File: config.mk
export PLATFORM = sky130hd
export DESIGN_NAME = keyword_substitution_cipher_core
export DESIGN_NICKNAME = d
export VERILOG_FILES = /design/src/design/kwsc_pkg.sv /design/src/design/kwsc_tables.sv /design/src/design/keyword_substitution_cipher_core.sv
export SDC_FILE = /design/constraint.sdc
export NUM_CORES = 1
export LEC_CHECK = 0
export ABC_CLOCK_PERIOD_IN_PS = 8700
export BUFFER_PORTS_ARGS = -buffer_cell sky130_fd_sc_hd__clkbuf_2
export CORE_UTILIZATION = 45
export CTS_CLUSTER_DIAMETER = 30
export DETAILED_ROUTE_END_ITERATION = 12
export GPL_TIMING_DRIVEN = 0
export PLACE_DENSITY = 0.67
export RECOVER_POWER = 100
export SYNTH_ARGS = -nofsm -noshare
export SYNTH_HDL_FRONTEND = slang
export SYNTH_HIERARCHICAL = 1
export SYNTH_SLANG_ARGS = --single-unit
File: constraint.sdc
create_clock -name aclk -period 8.7 [get_ports aclk]
set_input_delay 0.87 -clock aclk [delete_from_list [all_inputs] [get_ports aclk]]
set_output_delay 0.87 -clock aclk [all_outputs]
set_load 0.02 [all_outputs]
File: src/design/kwsc_pkg.sv
package kwsc_pkg;

    localparam int ALPHABET_SIZE = 26;
    localparam int IDX_W = $clog2(ALPHABET_SIZE);
    localparam int CNT_W = $clog2(ALPHABET_SIZE + 1);

    localparam logic [7:0] LETTER_A = 8'd65;
    localparam logic [7:0] LOWER_A = 8'd97;
    localparam logic [7:0] LOWER_Z = 8'd122;
    localparam logic [7:0] CASE_OFFSET = 8'd32;

    localparam logic [2:0] CMD_START = 3'd0;
    localparam logic [2:0] CMD_ADD = 3'd1;
    localparam logic [2:0] CMD_FINISH = 3'd2;
    localparam logic [2:0] CMD_ENCRYPT = 3'd3;
    localparam logic [2:0] CMD_DECRYPT = 3'd4;

    localparam logic [1:0] ST_OK = 2'd0;
    localparam logic [1:0] ST_BAD_LETTER = 2'd1;
    localparam logic [1:0] ST_NOT_READY = 2'd2;
    localparam logic [1:0] ST_NOT_UPPER = 2'd3;

    typedef struct packed {
        logic             en;
        logic [IDX_W-1:0] letter;
        logic [IDX_W-1:0] pos;
    } tbl_wr_t;

    typedef struct packed {
        logic             en;
        logic             inverse;
        logic [IDX_W-1:0] addr;
    } tbl_rd_t;

endpackage

File: src/design/kwsc_tables.sv
module kwsc_tables #(
    parameter int WIDTH = 8,
    parameter int DEPTH = 16
) (
    input  logic                     aclk,
    input  logic                     wr_en,
    input  logic [$clog2(DEPTH)-1:0] wr_addr,
    input  logic [WIDTH-1:0]         wr_data,
    input  logic                     rd_en,
    input  logic [$clog2(DEPTH)-1:0] rd_addr,
    output logic [WIDTH-1:0]         rd_data
);

    // single write port, registered read
    logic [WIDTH-1:0] mem_reg [DEPTH];
    logic [WIDTH-1:0] rd_data_reg;

    always_ff @(posedge aclk) begin
        if (wr_en) begin
            mem_reg[wr_addr] <= wr_data;
        end
        if (rd_en) begin
            rd_data_reg <= mem_reg[rd_addr];
        end
    end

    assign rd_data = rd_data_reg;

endmodule

File: src/design/keyword_substitution_cipher_core.sv
// Channel  Direction  tdata           tuser
// s_       in         symbol[7:0]     command[2:0]
// m_       out        symbol_out[7:0] status[1:0]
//
// One word at a time; s_tready is high only while the core is idle.
// Start, add, unused commands and errors: result valid the cycle after accept.
// Good encrypt/decrypt: S_READ (registered table read), then S_OUT.
// Good finish: S_WALK over the alphabet, one letter per cycle through the
// shared placement unit. A held result blocks the next word until taken.
// aresetn (sync, active low) clears key state; tables are written by add letter and finish.
module keyword_substitution_cipher_core
    import kwsc_pkg::*;
(
    input  logic       aclk,
    input  logic       aresetn,
    input  logic       s_tvalid,
    output logic       s_tready,
    input  logic [7:0] s_tdata,   // symbol[7:0]
    input  logic [2:0] s_tuser,   // command[2:0]
    output logic       m_tvalid,
    input  logic       m_tready,
    output logic [7:0] m_tdata,   // symbol_out[7:0]
    output logic [1:0] m_tuser    // status[1:0]
);

    typedef enum logic [3:0] {
        S_IDLE = 4'b0001,
        S_WALK = 4'b0010,
        S_READ = 4'b0100,
        S_OUT  = 4'b1000
    } state_t;

    state_t state_reg, state_next;
    logic [ALPHABET_SIZE-1:0] used_reg, used_next;
    logic [CNT_W-1:0] fill_reg, fill_next;
    logic invalid_reg, invalid_next;
    logic ready_reg, ready_next;
    logic [IDX_W-1:0] walk_reg, walk_next;
    logic [7:0] sym_out_reg, sym_out_next;
    logic [1:0] status_reg, status_next;
    logic inv_sel_reg, inv_sel_next;

    logic accept;
    logic [7:0] folded;
    logic key_alpha, data_alpha;
    logic [IDX_W-1:0] key_idx, data_idx;
    logic [IDX_W-1:0] place_idx;
    logic place_ok;
    logic [IDX_W-1:0] fwd_rd_data;
    logic [IDX_W-1:0] inv_rd_data;
    tbl_wr_t wr;
    tbl_rd_t rd;

    assign accept = s_tvalid && s_tready;
    assign s_tready = (state_reg == S_IDLE);

    // key letters fold to upper case; lookups do not
    assign folded = (s_tdata >= LOWER_A && s_tdata <= LOWER_Z) ?
                    s_tdata - CASE_OFFSET : s_tdata;
    assign key_alpha = (folded >= LETTER_A) &&
                       ({1'b0, folded} < 9'(LETTER_A) + 9'(ALPHABET_SIZE));
    assign data_alpha = (s_tdata >= LETTER_A) &&
                        ({1'b0, s_tdata} < 9'(LETTER_A) + 9'(ALPHABET_SIZE));
    assign key_idx = IDX_W'(folded - LETTER_A);
    assign data_idx = IDX_W'(s_tdata - LETTER_A);

    // shared placement unit: key letters when idle, alphabet walk on finish
    assign place_idx = (state_reg == S_WALK) ? walk_reg : key_idx;
    assign place_ok = (fill_reg < CNT_W'(ALPHABET_SIZE)) && !used_reg[place_idx];

    always_comb begin
        state_next = state_reg;
        used_next = used_reg;
        fill_next = fill_reg;
        invalid_next = invalid_reg;
        ready_next = ready_reg;
        walk_next = walk_reg;
        sym_out_next = sym_out_reg;
        status_next = status_reg;
        inv_sel_next = inv_sel_reg;
        wr = '{en: 1'b0, letter: place_idx, pos: fill_reg[IDX_W-1:0]};
        rd = '{en: 1'b0, inverse: (s_tuser == CMD_DECRYPT), addr: data_idx};

        case (state_reg)
            S_IDLE: begin
                if (accept) begin
                    sym_out_next = s_tdata;
                    status_next = ST_OK;
                    state_next = S_OUT;
                    case (s_tuser)
                        CMD_START: begin
                            used_next = '0;
                            fill_next = '0;
                            invalid_next = 1'b0;
                            ready_next = 1'b0;
                        end
                        CMD_ADD: begin
                            if (!key_alpha) begin
                                status_next = ST_BAD_LETTER;
                                if (!ready_reg) invalid_next = 1'b1;
                            end else if (!ready_reg && place_ok) begin
                                wr.en = 1'b1;
                                used_next[place_idx] = 1'b1;
                                fill_next = fill_reg + 1'b1;
                            end
                        end
                        CMD_FINISH: begin
                            if (invalid_reg) begin
                                status_next = ST_NOT_READY;
                            end else begin
                                walk_next = '0;
                                state_next = S_WALK;
                            end
                        end
                        CMD_ENCRYPT, CMD_DECRYPT: begin
                            if (!ready_reg) begin
                                status_next = ST_NOT_READY;
                            end else if (!data_alpha) begin
                                status_next = ST_NOT_UPPER;
                            end else begin
                                rd.en = 1'b1;
                                inv_sel_next = rd.inverse;
                                state_next = S_READ;
                            end
                        end
                        default: begin
                        end
                    endcase
                end
            end
            S_WALK: begin
                if (place_ok) begin
                    wr.en = 1'b1;
                    used_next[place_idx] = 1'b1;
                    fill_next = fill_reg + 1'b1;
                end
                walk_next = walk_reg + 1'b1;
                if (walk_reg == IDX_W'(ALPHABET_SIZE - 1)) begin
                    ready_next = 1'b1;
                    state_next = S_OUT;
                end
            end
            S_READ: begin
                sym_out_next = LETTER_A + 8'(inv_sel_reg ? inv_rd_data : fwd_rd_data);
                state_next = S_OUT;
            end
            S_OUT: begin
                if (m_tready) state_next = S_IDLE;
            end
            default: begin
                state_next = S_IDLE;
            end
        endcase
    end

    always_ff @(posedge aclk) begin
        if (!aresetn) begin
            state_reg <= S_IDLE;
            used_reg <= '0;
            fill_reg <= '0;
            invalid_reg <= 1'b0;
            ready_reg <= 1'b0;
        end else begin
            state_reg <= state_next;
            used_reg <= used_next;
            fill_reg <= fill_next;
            invalid_reg <= invalid_next;
            ready_reg <= ready_next;
        end
        walk_reg <= walk_next;
        sym_out_reg <= sym_out_next;
        status_reg <= status_next;
        inv_sel_reg <= inv_sel_next;
    end

    // forward: position -> letter
    kwsc_tables #(
        .WIDTH (IDX_W),
        .DEPTH (ALPHABET_SIZE)
    ) u_fwd_table (
        .aclk    (aclk),
        .wr_en   (wr.en),
        .wr_addr (wr.pos),
        .wr_data (wr.letter),
        .rd_en   (rd.en),
        .rd_addr (rd.addr),
        .rd_data (fwd_rd_data)
    );

    // inverse: letter -> position
    kwsc_tables #(
        .WIDTH (IDX_W),
        .DEPTH (ALPHABET_SIZE)
    ) u_inv_table (
        .aclk    (aclk),
        .wr_en   (wr.en),
        .wr_addr (wr.letter),
        .wr_data (wr.pos),
        .rd_en   (rd.en),
        .rd_addr (rd.addr),
        .rd_data (inv_rd_data)
    );

    assign m_tvalid = (state_reg == S_OUT);
    assign m_tdata = sym_out_reg;
    assign m_tuser = status_reg;

endmodule

==> results list <==
- Run status: finished, violations left
- The checks that failed: max-capacitance violations, max-slew violations.
* Mux cell area share after synthesis: 0.123
* Worst setup slack after placement: about 1.6 ns
- Fraction of final layout cells with drive strength greater than 1: 0.155
- Entering global routing, the biggest net connects 40 pins.
- Of the total synthesized cell area, the portion taken by full adders, half adders and majority gates is 0.00809.
- Wire length of the first global-routing pass: between 40 and 50 mm
- The synthesized netlist contains 67 unique library cells.
- Clock skew on the completed layout was measured at about 0.015 ns.
- Synth warn: 6
- Initial antenna violation count: 0
* Cell count of the worst hold path: 2
- The total overflow left after global routing is 0.
* Part of the Yosys area used for sequential elements: 0.671
* Antenna Nets Post-Route: 0
- Worst Path Arrival: ~7.1 ns
* Total count of max-transition violations in the final report: around 140
- Worst ir drop on vdd: 0.000210 V
- The congestion estimate from routability-driven global placement came to slightly above 0.8.
- In the global route stage, overall resource usage came out at 0.199.
- Total inserted antenna cells: 0
- For this run, the leading register cell type out of synthesis is edfxtp_1.
* First DRT Iteration DRCs: about 740
* Data required, critical path: between 8 and 9 ns
- Of all nets on the critical path, the largest fanout is 39.
- Number of hold-repair buffers added at the cts stage: 0
- Measured along the x axis, the die boundary spans about 180 um.
* Post-synth EDFFs: between 200 and 300
- I/O pins: 27
- Total negative slack for setup checks: 0 ns
- For this run, design rule violations remaining after detail routing come to 0.
- Mapped Nets: ~980
- Finish-stage setup viols: 0
* Detailed Place HPWL: 19.9 mm
- Series of cell instances along the critical path: clkbuf_1 > inv_1 > ha_1 > mux2i_1 > clkbuf_1 > mux4_2 > a22oi_1 > nand2_1 > or4_1 > a21oi_1 > or3b_1 > clkbuf_1 > nor2_1
* R2R depth: 11
* Cell at the slowest stage of the critical path: clkbuf_1
- Worst Min Path Start: used_reg[3]$_SDFFE_PN0P_
- Of the available clock period, the critical path in the final layout requires 0.790.
* Detail-routed net length per standard cell: between 20 and 25 um
- For this block, the routed nets add up to slightly above 30 mm of wire.
- Worst setup path class: in -> reg
* Synthesized-area fraction occupied by xor and xnor cells: 0.00567
- Worst-case clock buffer depth: 3
* Crit path capture type: flip-flop
- Cell repeated most along the worst path: clkbuf_1
* Buffers inserted during post-CTS setup optimization: 0
- Dividing total power by cell area gives a power density of 262 nW/um2.
* Clock-pin slew of the registers on the worst-case setup and hold paths: around 0.050 ns
- Lkg Pwr: just under 6 nW
- In this run, post-CTS repair resized a total of 0 instances.
* Placement row count: 64
- Static timing analysis puts the maximum clock frequency at 146 MHz.
- Largest family of logic cells by synthesized area: multiplexers
- Reg-to-Reg Start: state_reg[3]$_SDFFE_PN0P_
- Pwr Total: around 0.0043 W
- Dividing the detail-routed via count by the number of cells gives between 5 and 6.
- For this run, asynchronously set or reset flops after synthesis account for 0.
- The min-delay analysis places its worst path in the category reg -> reg.
- After technology mapping, the gate count stands at between 900 and 1k.
- The clock reaches the later pin of the worst-skew pair after 0.57 ns.
- PortBufs: 25
- Leading cell type in the layout, fill and taps excluded: edfxtp_1
* Synthesized-area fraction occupied by and/or/nand/nor cells: 0.105
- Clock period minus final worst setup slack: between 6 and 7 ns
- Least-Margin Pin Slew: 2.64 ns
- For this run, the post-layout net count is around 1.1k.
- Buffer type at the clock tree root: clkbuf_16
- Counting the buffers created by CTS gives 57.
- Across all setup checks in the final design, the least slack found is around 1.8 ns.
- Flop-to-flop setup slack: slightly below 2 ns
- Leaving out fill and tap cells, the most frequent cells in the layout are edfxtp_1, nor2_1, mux2i_1.
* H-tree lvl count: 2
* Sort of element at the start of the critical path: primary input
* Hold violation count in the final report: 0
- Number of iterations in the first detailed-routing pass: 5
- In this run the critical register-to-register path is captured at u_fwd_table/mem_reg[8][1]$_DFFE_PP_.
- Averaged over all synthesized cells, the footprint is around 14 um2.
* Kind of cell adding the most delay to the critical path: buffers and inverters
- Count of buffering cells on the critical path with inverters included: 4
- Height of the chip: roughly 180 um
* # Max-Cap Violations: 5
- TritonCTS built the clock tree.
* Complex-gate fraction of the synthesized area: 0.0652
- The via count of the first global-routing pass was a little over 8k.
* Slowest stage delay, CP: ~1.5 ns
- Mapped Area: around 14,000 um2
- The die covers 31,600 um2.
- The synthesized design contains between 300 and 400 register bits.
* Initial Utilization: 0.456
* Worst hold path endpoint: used_reg[3]$_SDFFE_PN0P_
* Via count of the routed design: approximately 8.4k
* Max transition margin: -0.766
- Relative to the synthesized area, the layout overhead comes to 19.1%.
- The core region is just over 30,000 um2.
* Setup repair after global routing missed its margin: no
- Counting every sink on the clock net gives between 300 and 400.
## worst reg2reg max path, cell delays in order, from the launching register on
cell and delay, ns:
dfxtp_1 0.33, or4b_2 0.70, mux2i_1 0.66, clkbuf_1 1.50, mux4_2 0.46, a22oi_1 0.17, nand2_1 0.17, or4_1 0.55
a21oi_1 0.62, or3b_1 0.41, clkbuf_1 0.26, nor2_1 0.51
## area by class of cell
class,count,area (um2)
fill,2450,13900
sequential,323,9330
multi-input combinational,575,4240
clock buffer,59,1460
clock inverter,49,648
tap,396,495
buffer,42,216
timing repair buffer,27,115
inverter,20,75.1
## worst max-delay path by stage
stage	start	depth (start not counted)	to
after CTS	s_tdata[0]	14	u_fwd_table/mem_reg[8][1]$_DFFE_PP_
after global routing	s_tdata[0]	12	u_fwd_table/mem_reg[5][3]$_DFFE_PP_
final	s_tdata[0]	13	u_fwd_table/mem_reg[8][1]$_DFFE_PP_
after detailed placement	s_tdata[0]	14	u_fwd_table/mem_reg[8][1]$_DFFE_PP_
after global placement	s_tdata[0]	14	u_fwd_table/mem_reg[8][1]$_DFFE_PP_
after floorplan	s_tdata[0]	13	u_inv_table/mem_reg[20][0]$_DFFE_PP_
## kinds of logic (layout without fill, tap and decap cells)
family / after synthesis / after routing
adders and majority gates: 9 / 9
xor gates and xnor gates: 9 / 9
DFF: 323 / 323
and+or+nand+nor: 299 / 299
buffers and inverters: 62 / 197
AOI/OAI and AO/OA: 124 / 124
muxes: 134 / 134
## power by group
group	switching, W	internal [W]
Sequential	0.0000119	0.00170
Clock	0.000784	0.00159
Combinational	0.000171	0.0000827
Total	0.000967	0.00337
## metal layers
layer,track usage,vias to the layer above,wire length (um),part of all wire
li1,-,3925,-,-
met1,0.267,4187,13000,0.42
met2,0.323,282,15100,0.49
met3,0.0368,54,2050,0.067
met4,0.0734,0,673,0.022
met5,0,-,0,0
## stage by stage
stage / cells / cell area, um2 / hold WS [ns] / utilization
final: 1491 / 16600 / 0.457 / 0.543
after global routing: 1491 / 16600 / 0.475 / 0.543
after CTS: 1491 / 16700 / 0.458 / 0.547
after detailed placement: 1383 / 14600 / 0.447 / 0.478
after global placement: 1381 / 14500 / 0.449 / 0.476
after floorplan: 960 / 13900 / 0.422 / -
## cell usage after synthesis (all sizes together), types with 5 or more instances
| master | count | area, um2 |
|---|---|---|
| edfxtp | 286 | 8590 |
| nor2 | 105 | 394 |
| mux2i | 96 | 977 |
| nand2 | 69 | 259 |
| dfxtp | 37 | 741 |
| nand3 | 37 | 185 |
| a21oi | 32 | 164 |
| buf | 25 | 166 |
| mux4 | 25 | 593 |
| inv | 20 | 75.1 |
| a41oi | 17 | 149 |
| clkbuf | 17 | 63.8 |
| nor2b | 14 | 95.1 |
| a22oi | 13 | 97.6 |
| mux2 | 13 | 146 |
| nand4 | 13 | 81.3 |
| o21ai | 11 | 55.1 |
| nand3b | 10 | 75.1 |
| nor3 | 10 | 50.1 |
| o211ai | 10 | 75.1 |
| a31oi | 9 | 56.3 |
| ha | 9 | 113 |
| or3b | 8 | 70.1 |
| and2 | 6 | 37.5 |
| xor2 | 6 | 52.6 |
| nand2b | 5 | 31.3 |
| o31ai | 5 | 42.5 |
No activity file was read; power rests on OpenSTA's default activity.
